[src/hw/rtl/bm3_pkg.sv]
// Shared constants and types for the 3x3 binary morphology block.
package bm3_pkg;

   // Default sizing of the line stores and the row counters
   localparam int DEF_MAX_WIDTH  = 1024;
   localparam int DEF_MAX_HEIGHT = 4095;

   // Register field widths and reset values
   localparam int IMG_W_BITS = 11;
   localparam int IMG_H_BITS = 12;
   localparam logic [IMG_W_BITS-1:0] RST_WIDTH  = IMG_W_BITS'(640);
   localparam logic [IMG_H_BITS-1:0] RST_HEIGHT = IMG_H_BITS'(480);

   // APB port
   localparam int CSR_ADDR_W = 4;
   localparam int CSR_DATA_W = 32;

   // One line-store word holds {upper, middle} for a column
   localparam int LINE_BITS = 2;

   // Result queue
   localparam int OQ_DEPTH = 3;
   localparam int OQ_PTR_W = 2;
   localparam int OQ_CNT_W = 2;

   // Item operation codes
   localparam logic OP_PIXEL = 1'b0;
   localparam logic OP_DRAIN = 1'b1;

   // 3x3 window, indexed [row][column], row 0 is the upper line
   typedef logic [2:0][2:0] bm3_win_type;

   // Per-result filter control: image edge masks and mode
   typedef struct packed {
      logic row_up_ok;
      logic row_down_ok;
      logic col_left_ok;
      logic col_right_ok;
      logic four_conn;
      logic erode;
   } bm3_ctrl_type;

   // One result item
   typedef struct packed {
      logic result_object;
      logic end_of_row;
      logic end_of_frame;
   } bm3_rsp_type;

endpackage

[src/hw/rtl/bm3_ram.sv]
// Generic single-write, single-read RAM with registered read data (read-first).
module bm3_ram #(
   parameter int WIDTH  = bm3_pkg::LINE_BITS,
   parameter int DEPTH  = bm3_pkg::DEF_MAX_WIDTH,
   parameter int ADDR_W = $clog2(DEPTH)
) (
   input  logic              clock,
   input  logic              we,
   input  logic [ADDR_W-1:0] waddr,
   input  logic [WIDTH-1:0]  wdata,
   input  logic [ADDR_W-1:0] raddr,
   output logic [WIDTH-1:0]  rdata
);

   logic [WIDTH-1:0] mem_ff [DEPTH];
   logic [WIDTH-1:0] rdata_ff;

   always_ff @(posedge clock) begin
      if (we) begin
         mem_ff[waddr] <= wdata;
      end
      rdata_ff <= mem_ff[raddr];
   end

   assign rdata = rdata_ff;

endmodule

[src/hw/rtl/bm3_filter.sv]
// 3x3 dilation / erosion of one window with edge and 4-connected masking.
module bm3_filter (
   input  bm3_pkg::bm3_win_type  win,
   input  bm3_pkg::bm3_ctrl_type ctrl,
   output logic                  result
);
   import bm3_pkg::*;

   logic [2:0]  row_ok;
   logic [2:0]  col_ok;
   bm3_win_type mask;
   logic        any_obj;
   logic        all_obj;

   always_comb begin
      row_ok = {ctrl.row_down_ok, 1'b1, ctrl.row_up_ok};
      col_ok = {ctrl.col_right_ok, 1'b1, ctrl.col_left_ok};
      for (int r = 0; r < 3; r++) begin
         for (int c = 0; c < 3; c++) begin
            // corners drop out of the cross neighborhood
            mask[r][c] = row_ok[r] & col_ok[c] & (~ctrl.four_conn | (r == 1) | (c == 1));
         end
      end
      // outside pixels: background for dilation, object for erosion
      any_obj = |(win & mask);
      all_obj = &(win | ~mask);
      result  = ctrl.erode ? all_obj : any_obj;
   end

endmodule

[src/hw/rtl/binary_morphology_3x3.sv]
// Top level: streaming 3x3 binary dilation / erosion with APB register port.
//
//  channel | handshake            | payload
//  --------+----------------------+--------------------------------------------
//  req     | req_valid/req_ready  | req_operation, req_pixel_object
//  rsp     | rsp_valid/rsp_ready  | rsp_result_object, rsp_end_of_row,
//          |                      | rsp_end_of_frame
//  csr     | psel/penable/pready  | pwrite, paddr, pwdata, prdata
//
// Throughput is one item per clock while req_ready is high. An accepted item
// reads the shared line store (one 2-bit RAM word per column: upper and middle
// line) on the accept edge; the next cycle shifts the window, filters it and
// writes the RAM back. A result passes from the stage register into the result
// queue and shows on rsp from there. Reset clears counters, window, registers
// and the result queue; the line store has no clearing pass, since unwritten
// entries only reach masked taps. A 3-deep result queue absorbs rsp stalls;
// req_ready drops only when the queue plus the item in flight would fill it.
module binary_morphology_3x3 #(
   parameter int MAX_WIDTH  = bm3_pkg::DEF_MAX_WIDTH,
   parameter int MAX_HEIGHT = bm3_pkg::DEF_MAX_HEIGHT
) (
   input  logic                           clock,
   input  logic                           reset,
   // pixel items in
   input  logic                           req_valid,
   output logic                           req_ready,
   input  logic                           req_operation,
   input  logic                           req_pixel_object,
   // filtered pixels out
   output logic                           rsp_valid,
   input  logic                           rsp_ready,
   output logic                           rsp_result_object,
   output logic                           rsp_end_of_row,
   output logic                           rsp_end_of_frame,
   // register port
   input  logic                           psel,
   input  logic                           penable,
   input  logic                           pwrite,
   input  logic [bm3_pkg::CSR_ADDR_W-1:0] paddr,
   input  logic [bm3_pkg::CSR_DATA_W-1:0] pwdata,
   output logic [bm3_pkg::CSR_DATA_W-1:0] prdata,
   output logic                           pready
);
   import bm3_pkg::*;

   localparam int COL_W  = $clog2(MAX_WIDTH);
   localparam int WID_W  = $clog2(MAX_WIDTH + 1);
   localparam int IROW_W = $clog2(MAX_HEIGHT + 1);
   localparam int OROW_W = $clog2(MAX_HEIGHT);

   typedef enum logic [1:0] {
      REG_IMAGE_WIDTH    = 2'd0,
      REG_IMAGE_HEIGHT   = 2'd1,
      REG_ERODE_MODE     = 2'd2,
      REG_FOUR_CONNECTED = 2'd3
   } bm3_reg_type;

   // ---------------------------------------------------------------- registers
   logic [IMG_W_BITS-1:0] width_ff;
   logic [IMG_H_BITS-1:0] height_ff;
   logic                  erode_ff;
   logic                  four_ff;
   logic                  csr_wr;
   bm3_reg_type           reg_sel;

   assign csr_wr  = psel & penable & pwrite;
   assign reg_sel = bm3_reg_type'(paddr[CSR_ADDR_W-1:2]);
   assign pready  = 1'b1;

   always_ff @(posedge clock) begin
      if (reset) begin
         width_ff  <= RST_WIDTH;
         height_ff <= RST_HEIGHT;
         erode_ff  <= 1'b0;
         four_ff   <= 1'b0;
      end else if (csr_wr) begin
         unique case (reg_sel)
            REG_IMAGE_WIDTH:    width_ff  <= pwdata[IMG_W_BITS-1:0];
            REG_IMAGE_HEIGHT:   height_ff <= pwdata[IMG_H_BITS-1:0];
            REG_ERODE_MODE:     erode_ff  <= pwdata[0];
            REG_FOUR_CONNECTED: four_ff   <= pwdata[0];
            default: ;
         endcase
      end
   end

   always_comb begin
      unique case (reg_sel)
         REG_IMAGE_WIDTH:    prdata = CSR_DATA_W'(width_ff);
         REG_IMAGE_HEIGHT:   prdata = CSR_DATA_W'(height_ff);
         REG_ERODE_MODE:     prdata = CSR_DATA_W'(erode_ff);
         REG_FOUR_CONNECTED: prdata = CSR_DATA_W'(four_ff);
         default:            prdata = '0;
      endcase
   end

   // Effective frame size: zero acts as one, clamp width to the store size and height to MAX_HEIGHT
   logic [WID_W-1:0]  eff_w;
   logic [IROW_W-1:0] eff_h;

   always_comb begin
      if (width_ff == '0) begin
         eff_w = WID_W'(1);
      end else if (32'(width_ff) > MAX_WIDTH) begin
         eff_w = WID_W'(MAX_WIDTH);
      end else begin
         eff_w = WID_W'(width_ff);
      end
      if (height_ff == '0) begin
         eff_h = IROW_W'(1);
      end else if (32'(height_ff) > MAX_HEIGHT) begin
         eff_h = IROW_W'(MAX_HEIGHT);
      end else begin
         eff_h = IROW_W'(height_ff);
      end
   end

   // ------------------------------------------------ accept side / counters
   logic [COL_W-1:0]  in_col_ff,  in_col_in;
   logic [IROW_W-1:0] in_row_ff,  in_row_in;
   logic [COL_W-1:0]  out_col_ff, out_col_in;
   logic [OROW_W-1:0] out_row_ff, out_row_in;

   logic acc, act, draining, pix, emit;
   logic in_col_last, out_eor, out_row_last, out_eof;
   bm3_ctrl_type ctrl;

   assign acc      = req_valid & req_ready;
   // in_row saturates at MAX_HEIGHT; every height compare stays exact
   assign draining = (in_row_ff >= eff_h);
   // an early drain tick is swallowed without touching state
   assign act      = acc & ((req_operation == OP_PIXEL) | draining);
   assign pix      = draining ? 1'b0 : req_pixel_object;

   assign in_col_last  = (({1'b0, in_col_ff} + 1'b1) >= eff_w);
   assign emit         = (in_row_ff >= IROW_W'(2))
                       | ((in_row_ff == IROW_W'(1)) & (in_col_ff != '0));
   assign out_eor      = (({1'b0, out_col_ff} + 1'b1) >= eff_w);
   assign out_row_last = (({1'b0, out_row_ff} + 1'b1) >= eff_h);
   assign out_eof      = out_eor & out_row_last;

   always_comb begin
      ctrl.row_up_ok    = (out_row_ff != '0);
      ctrl.row_down_ok  = ~out_row_last;
      ctrl.col_left_ok  = (out_col_ff != '0);
      ctrl.col_right_ok = ~out_eor;
      ctrl.four_conn    = four_ff;
      ctrl.erode        = erode_ff;
   end

   always_comb begin
      in_col_in  = in_col_ff;
      in_row_in  = in_row_ff;
      out_col_in = out_col_ff;
      out_row_in = out_row_ff;
      if (act) begin
         if (in_col_last) begin
            in_col_in = '0;
            if (in_row_ff != IROW_W'(MAX_HEIGHT)) begin
               in_row_in = in_row_ff + 1'b1;
            end
         end else begin
            in_col_in = in_col_ff + 1'b1;
         end
         if (emit) begin
            if (out_eof) begin
               // frame done: next item starts a fresh frame
               in_col_in  = '0;
               in_row_in  = '0;
               out_col_in = '0;
               out_row_in = '0;
            end else if (out_eor) begin
               out_col_in = '0;
               out_row_in = out_row_ff + 1'b1;
            end else begin
               out_col_in = out_col_ff + 1'b1;
            end
         end
      end
   end

   always_ff @(posedge clock) begin
      if (reset) begin
         in_col_ff  <= '0;
         in_row_ff  <= '0;
         out_col_ff <= '0;
         out_row_ff <= '0;
      end else begin
         in_col_ff  <= in_col_in;
         in_row_ff  <= in_row_in;
         out_col_ff <= out_col_in;
         out_row_ff <= out_row_in;
      end
   end

   // ---------------------------------------------- stage register (in flight)
   logic                 s1_act_ff, s1_emit_ff;
   logic                 s1_pix_ff, s1_eor_ff, s1_eof_ff;
   logic [COL_W-1:0]     s1_addr_ff;
   bm3_ctrl_type         s1_ctrl_ff;
   logic                 s1_fwd_ff;
   logic [LINE_BITS-1:0] s1_fwd_data_ff;

   logic [LINE_BITS-1:0] ram_rdata, line, line_wdata;
   logic                 up_pix, mid_pix, fwd_in;

   // same column written back while being read: take the write data
   assign fwd_in = s1_act_ff & (s1_addr_ff == in_col_ff);

   always_ff @(posedge clock) begin
      if (reset) begin
         s1_act_ff  <= 1'b0;
         s1_emit_ff <= 1'b0;
      end else begin
         s1_act_ff  <= act;
         s1_emit_ff <= act & emit;
      end
   end

   always_ff @(posedge clock) begin
      s1_pix_ff      <= pix;
      s1_eor_ff      <= out_eor;
      s1_eof_ff      <= emit & out_eof;
      s1_addr_ff     <= in_col_ff;
      s1_ctrl_ff     <= ctrl;
      s1_fwd_ff      <= fwd_in;
      s1_fwd_data_ff <= line_wdata;
   end

   bm3_ram #(
      .WIDTH (LINE_BITS),
      .DEPTH (MAX_WIDTH)
   ) u_line_ram (
      .clock (clock),
      .we    (s1_act_ff),
      .waddr (s1_addr_ff),
      .wdata (line_wdata),
      .raddr (in_col_ff),
      .rdata (ram_rdata)
   );

   assign line       = s1_fwd_ff ? s1_fwd_data_ff : ram_rdata;
   assign up_pix     = line[1];
   assign mid_pix    = line[0];
   // middle line moves up, new pixel becomes the middle line
   assign line_wdata = {mid_pix, s1_pix_ff};

   // ------------------------------------------------------- window and filter
   bm3_win_type window_ff, window_in, win_shift;
   logic        filt_res;

   always_comb begin
      for (int r = 0; r < 3; r++) begin
         win_shift[r][0] = window_ff[r][1];
         win_shift[r][1] = window_ff[r][2];
      end
      win_shift[0][2] = up_pix;
      win_shift[1][2] = mid_pix;
      win_shift[2][2] = s1_pix_ff;

      if (!s1_act_ff) begin
         window_in = window_ff;
      end else if (s1_eof_ff) begin
         window_in = '0;
      end else begin
         window_in = win_shift;
      end
   end

   always_ff @(posedge clock) begin
      if (reset) begin
         window_ff <= '0;
      end else begin
         window_ff <= window_in;
      end
   end

   bm3_filter u_filter (
      .win    (win_shift),
      .ctrl   (s1_ctrl_ff),
      .result (filt_res)
   );

   // ----------------------------------------------------------- result queue
   bm3_rsp_type         q_ff [OQ_DEPTH];
   bm3_rsp_type         q_head;
   logic [OQ_PTR_W-1:0] wr_ptr_ff, rd_ptr_ff;
   logic [OQ_CNT_W-1:0] q_cnt_ff;
   logic                push, pop;

   assign push = s1_emit_ff;
   assign pop  = rsp_valid & rsp_ready;

   always_ff @(posedge clock) begin
      if (push) begin
         q_ff[wr_ptr_ff] <= '{result_object: filt_res,
                              end_of_row:    s1_eor_ff,
                              end_of_frame:  s1_eof_ff};
      end
   end

   always_ff @(posedge clock) begin
      if (reset) begin
         wr_ptr_ff <= '0;
         rd_ptr_ff <= '0;
         q_cnt_ff  <= '0;
      end else begin
         if (push) begin
            wr_ptr_ff <= (wr_ptr_ff == OQ_PTR_W'(OQ_DEPTH - 1)) ? '0 : wr_ptr_ff + 1'b1;
         end
         if (pop) begin
            rd_ptr_ff <= (rd_ptr_ff == OQ_PTR_W'(OQ_DEPTH - 1)) ? '0 : rd_ptr_ff + 1'b1;
         end
         if (push && !pop) begin
            q_cnt_ff <= q_cnt_ff + 1'b1;
         end else if (pop && !push) begin
            q_cnt_ff <= q_cnt_ff - 1'b1;
         end
      end
   end

   assign q_head            = q_ff[rd_ptr_ff];
   assign rsp_valid         = (q_cnt_ff != '0);
   assign rsp_result_object = q_head.result_object;
   assign rsp_end_of_row    = q_head.end_of_row;
   assign rsp_end_of_frame  = q_head.end_of_frame;

   // room for the item in flight plus a new one
   assign req_ready = ((OQ_CNT_W + 1)'(q_cnt_ff) + (OQ_CNT_W + 1)'(s1_emit_ff))
                    < (OQ_CNT_W + 1)'(OQ_DEPTH);

`ifndef SYNTHESIS
   // queue never pushed while full without a pop
   a_queue_no_overflow: assert property (@(posedge clock) disable iff (reset)
      (push && !pop) |-> (q_cnt_ff != OQ_CNT_W'(OQ_DEPTH)))
      else $error("result queue overflow");

   // the stage register only holds an item right after it was accepted
   a_stage_from_accept: assert property (@(posedge clock) disable iff (reset)
      s1_act_ff |-> $past(req_valid && req_ready))
      else $error("stage active without an accepted item");

   // end of frame returns all counters to the frame start
   a_eof_clears_counters: assert property (@(posedge clock) disable iff (reset)
      (act && emit && out_eof) |=>
         (in_col_ff == '0 && in_row_ff == '0 && out_col_ff == '0 && out_row_ff == '0))
      else $error("counters not cleared at end of frame");

   // an end of frame result also closes its row
   a_eof_is_eor: assert property (@(posedge clock) disable iff (reset)
      (rsp_valid && rsp_end_of_frame) |-> rsp_end_of_row)
      else $error("end of frame without end of row");
`endif

endmodule
[config.mk]
export PLATFORM = sky130hd
export DESIGN_NAME = binary_morphology_3x3
export DESIGN_NICKNAME = d
export VERILOG_FILES = /design/src/hw/rtl/bm3_pkg.sv /design/src/hw/rtl/bm3_ram.sv /design/src/hw/rtl/bm3_filter.sv /design/src/hw/rtl/binary_morphology_3x3.sv
export SDC_FILE = /design/constraint.sdc
export NUM_CORES = 2
export LEC_CHECK = 0
export BUFFER_PORTS_ARGS = -buffer_cell sky130_fd_sc_hd__clkbuf_2
export CORE_AREA = 2 2 675 542
export DETAILED_ROUTE_END_ITERATION = 8
export DIE_AREA = 0 0 677 544
export GPL_TIMING_DRIVEN = 1
export PLACE_DENSITY = 0.44
export SLEW_MARGIN = 20
export SYNTH_ARGS = -nofsm -noshare
export SYNTH_HDL_FRONTEND = slang
export SYNTH_SLANG_ARGS = --single-unit
[constraint.sdc]
create_clock -name clock -period 25.3 [get_ports clock]
set_input_delay 5.06 -clock clock [delete_from_list [all_inputs] [get_ports clock]]
set_output_delay 5.06 -clock clock [all_outputs]
set_load 0.02 [all_outputs]
### Word-level counts from Yosys, hierarchy flattened

Memories as Yosys holds them, arrays and structs flattened. A register that Yosys moved wholly into a read port is not among the register bits.
Index checks and enable logic that the tools add are counted.

* bits of input ports: 45
* word-level logic and storage cells: 133
* memories kept: 2
* register bits after elaboration: 108
* RAM bits: 2057

Memories
* u_line_ram.mem_ff: words 1024, width 2, read ports 1, clocked after memory_dff 1, wr ports 1, line bm3_ram.sv:15 `logic [WIDTH-1:0] mem_ff [DEPTH];`
* q_ff: words 3, width 3, read ports 1, clocked after memory_dff 1, wr ports 1, line binary_morphology_3x3.sv:285 `bm3_rsp_type q_ff [OQ_DEPTH];`

* add/subtract/negate cells: 12
* bitwise operators: 27
* equal/unequal tests: 8
* reductions and logical operators: 21
* $lt $le $gt $ge: 7
* mux-type cells: 28

Operator list (number)
* $pmux 32 s4: 1
* $mux 12: 7
* $mux 10: 5
* $add 12x1->12 const B: 2
* $add 10x1->11 const B: 2
* $ge 11x11->1: 2
* $mux 11: 2
* $add 10x1->10 const B: 2
* $reduce_bool 10->1: 2
* $and 1x1->1: 18
* $mux 2: 7
* $add 12x1->13 const B: 1
* $ge 13x12->1: 1
* $eq 12x1->1 const B: 1
* $ge 12x12->1: 1
* $ge 12x2->1 const B: 1
* $logic_not 12->1: 1
* $ne 12x12->1 const B: 1
* $reduce_bool 12->1: 1
* $gt 11x11->1 const B: 1
* $logic_not 11->1: 1
* $eq 10x10->1: 1
* $reduce_and 2->1: 5
* $and 9x9->9: 1
* 19 further kinds: 36

### Depth between registers and ports, before layout

* depth after elaboration: 7
* depth in mapped cells: 20

### By module

A second synthesis with hierarchy kept.

* cells, all modules: 5589
* area total of the unflattened synthesis: 90483.0 um^2

Modules (own cells, without submodules)
* bm3_ram: times used 1, area each 83757.8 um^2, cells an instance 4793, sequential area each 61539.0 um^2
* binary_morphology_3x3: times used 1, area each 6591.3 um^2, cells an instance 775, sequential area each 2412.3 um^2
* bm3_filter: times used 1, area each 133.9 um^2, cells an instance 21, sequential area each 0.0 um^2

### Worst setup path after synthesis

Ideal clock, no wire load.

* path kind: flip-flop to flip-flop
* start: register s1_pix_ff
* end: memory u_line_ram.mem_ff[0][0] in the netlist's numbering, data pin
* buffers on the path: 0
* path slack: 9685 ps
* stages on the path, launching flop included: 1
* clock period less this slack: 15615 ps
* data arrival time: 12790 ps
* setup time: 2825 ps
* cell sequence: dfxtp_1

RTL lines
* start: declaration: line binary_morphology_3x3.sv:198 `logic s1_pix_ff, s1_eor_ff, s1_eof_ff;`
* start signal: assignment: line binary_morphology_3x3.sv:221 `s1_pix_ff <= pix;`
* end: declaration: line bm3_ram.sv:15

No word-level cell before the write port.

### Worst setup path after layout

* start: input port paddr[2] in the netlist's numbering
* end: output port prdata[0] in the netlist's numbering

* cells in the longest elaborated chain, start to end: 2
* elaborated cells on any way between the ends: 5

RTL lines
* start: declaration: line binary_morphology_3x3.sv:39 `input logic [bm3_pkg::CSR_ADDR_W-1:0] paddr,`
* $eq 2x2->1 (tied with other cells): line binary_morphology_3x3.sv:88 `unique case (reg_sel)`
* $pmux 32 s4 (*): line binary_morphology_3x3.sv:88
* end: declaration: line binary_morphology_3x3.sv:41 `output logic [bm3_pkg::CSR_DATA_W-1:0] prdata,`

Every way passes the cells marked *; elsewhere a longest branch is shown, timed or not. The select of a mux whose other input is x is not followed.

==> qor.csv <==
metric,value,unit
status,finished clean,
critPathLaunch,paddr[2],
area_growth,14.06,%
vias_per_cell,4.904,
root_buffer,clkbuf_16,
dpl.hpwl,169.6,mm
worst-slew-pin-transition,1.275,ns
p_seq_share,53.3,%
grt_overflow,0,
cp.depth,3,
cp_slowest_cell,mux4_2,
ios,83,
clockPowerShare,42.9,%
cts_resized,0,
finalSetupViolCount,0,
die_y,544,µm
p_sw_share,21.61,%
antenna_found_initial,52,
cp_top_family,multiplexers,
die_x,677,µm
drive_above_1_share,18.84,%
crit_top_cell,clkbuf_2,
tns,0,ns
dp_worst_setup_slack,14.05,ns
nets,5671,
grt_max_degree,249,
min_path_type,flip-flop to flip-flop,
synth_warnings,0,
drtPass1Iterations,6,
hold_start,s1_eor_ff,
synth_top_area_share,68.55,%
postSynthCellCount,5576,
cts.htree.levels,4,
min_period_over_period,44.47,%
grtUsageTotal,15.65,%
combPwrFrac,3.8,%
drv_slew,0,
post_cts_buffers,0,
drt-total-wl,296.2,mm
yosysTopAreaCell,edfxtp_1,
gp_congestion,0.7962,
wl_per_cell,28.11,µm
cts_tree,done,
ys_types,76,
maxSlewHeadroom,14.63,%
synthArstFlopShare,0,%
worstSetupStartpointType,primary input,
drv_cap,0,
stdcell_area,102800,µm²
place_area,95930,µm²
min_period,11.25,ns
critPathMaxStageDelay,0.58,ns
crit_fanout,18,
p_per_area,72.33,nW/µm²
rows,198,
clockBufferDepth,4,
worst_slack,14.05,ns
postRouteAntennaNets,0,
min_path_cells,0,
leakagePower,30.27,nW
die_area,368300,µm²
fmax,88.89,MHz
fp.coreArea,362200,µm²
timing_hold_violations_final,0,
cp-end-kind,output pin,
r2r_slack,19.01,ns
vias,51680,
finClkSkew,0.07880,ns
required,20.24,ns
ctsHoldBuffers,0,
power.switching,0.001607,W
rsz0062_at_grt,no,
crit_chain,"clkbuf_2, mux4_2, clkbuf_2",
grt_pass1_vias,51610,
drt_iter0_markers,6514,
path_class,primary input to output pin,
path_clk_slew,0.06,ns
synth_area_leaders,"edfxtp_1 69%, mux4_2 12%, nor2_1 4.7%",
avgSynthCellArea,16.16,µm²
fill_cells,36180,
start_util,24.88,%
port-buffer-count,39,
cts_num_sinks,2166,
crit_buf_inv,2,
numCtsBuffers,218,
internal_power,0.005827,W
synth-main-ff-cell,edfxtp_1,
max-vdd-ir-drop,0.00005414,V
clk_latency,0.91,ns
register_area,63980,µm²
synth_edf_count,2057,
worst-endpoint-arrival,6.19,ns
grt_pass1_wl,411.7,mm
ys_seq_area_share,70.97,%
synthesis.area,90110,µm²
post-route-drc-count,0,
reg2reg_from,in_col_ff[3],
multi_input_area,24220,µm²
power,0.007434,W
ys_ff_latch,2166,
reg2reg_depth,14,
[flip-flops by register name, summed over array words and instances, names as in the netlist, 10 cells and up, named ones only]
register and count:
in_row_ff 12, width_ff 11, in_col_ff 10, out_row_ff 12, s1_addr_ff 10, u_line_ram.mem_ff 2048
height_ff 12, out_col_ff 10
[logic make-up after synthesis]
logic type                 synth area share (%)
adders and majority gates                0.8053
xor gates and xnor gates                 0.3888
AOI/OAI and AO/OA                         3.731
DFF                                       70.97
and+or+nand+nor                           7.673
other                                  0.008334
muxes                                     13.66
buffers and inverters                     2.763
[Yosys cell counts (all sizes together) (5+ instances only)]
| cell | number |
|---|---|
| a2111oi | 6 |
| a211oi | 8 |
| a21o | 12 |
| a21oi | 136 |
| a221o | 8 |
| a221oi | 18 |
| a22o | 8 |
| a22oi | 80 |
| a31oi | 10 |
| a32oi | 10 |
| and2 | 15 |
| and3 | 16 |
| and4 | 5 |
| buf | 222 |
| clkbuf | 232 |
| dfxtp | 109 |
| edfxtp | 2057 |
| ha | 58 |
| inv | 45 |
| mux2 | 9 |
| mux2i | 154 |
| mux4 | 473 |
| nand2 | 242 |
| nand2b | 16 |
| nand3 | 69 |
| nand3b | 5 |
| nand4 | 18 |
| nor2 | 1133 |
| nor2b | 26 |
| nor3 | 58 |
| nor3b | 11 |
| nor4 | 12 |
| nor4b | 7 |
| o2111ai | 6 |
| o211ai | 10 |
| o21a | 9 |
| o21ai | 70 |
| o221ai | 29 |
| o22ai | 51 |
| o31ai | 9 |
| or2 | 9 |
| or3 | 12 |
| or4 | 5 |
| xnor2 | 26 |
| xor2 | 14 |
[power groups by stage]
stage | logic (W) | registers [W] | clock network, W
CTS | 0.000288 | 0.00396 | 0.00325
global route | 0.000307 | 0.00396 | 0.00338
global placement | 0.000285 | 0.00404 | 0
floorplan | 0.000185 | 0.00413 | 0
detailed placement | 0.000288 | 0.00404 | 0
finish | 0.000284 | 0.00396 | 0.00319
[cells in the final DEF (no fill, tap or decap), drive strengths merged, types with 11 or more instances in the layout]
cell	instances
a21o	12
a21oi	136
a221oi	18
a22oi	80
and2	15
and3	16
buf	168
bufinv	17
clkbuf	297
clkinv	106
conb	21
dfxtp	109
edfxtp	2057
ha	58
inv	44
mux2i	154
mux4	473
nand2	242
nand2b	16
nand3	69
nand4	18
nor2	1133
nor2b	26
nor3	58
nor3b	11
nor4	12
o21ai	70
o221ai	29
o22ai	51
or3	12
xnor2	26
xor2	14
[metal layers]
layer / global-route usage, % / part of all wire [%] / routed length [µm]
met1: 23.07 / 46 / 135100
met4: 3.154 / 1.9 / 5719
met3: 2.731 / 7.9 / 23290
met5: 0 / 0.0091 / 27
met2: 24.14 / 45 / 132000
[cell type report]
| class | instances | share of cell area, % |
|---|---|---|
| Sequential cell | 2166 | 62.25 |
| Timing Repair Buffer | 207 | 1.546 |
| Inverter | 48 | 0.1863 |
| Clock buffer | 258 | 5.577 |
| Antenna cell | 7 | 0.01704 |
| Tap cell | 4800 | 5.843 |
| Clock inverter | 125 | 1.018 |
| Multi-Input combinational cell | 2927 | 23.57 |
[per-stage QoR]
step	hold slack [ns]	cells	utilization [%]
final	0.4688	10540	28.38
after CTS	0.4720	10530	28.36
after detailed placement	0.4517	10150	26.49
after global routing	0.4857	10530	28.37
after floorplan	0.3290	5595	-
after global placement	0.4515	10150	26.48
[worst reg2reg max path: stages, from the launching register on]
cell	delay, ns
dfxtp_4	0.69
clkinv_2	0.77
nor2_2	0.57
buf_4	0.51
nand3_1	0.58
nor3_1	0.39
xnor2_1	0.43
ha_1	0.31
or3_1	0.13
or3_1	0.09
o21ai_0	0.10
nor2_1	0.47
or3b_2	0.65
or3_1	0.39
a21oi_1	0.14
[path summary, 6_finish.rpt]
check	end
min reg2reg	q_ff[0][1]
max reg2reg	in_row_ff[7]
min	q_ff[0][1]
max	prdata[0]
No activity file was read; power rests on OpenSTA's default activity.
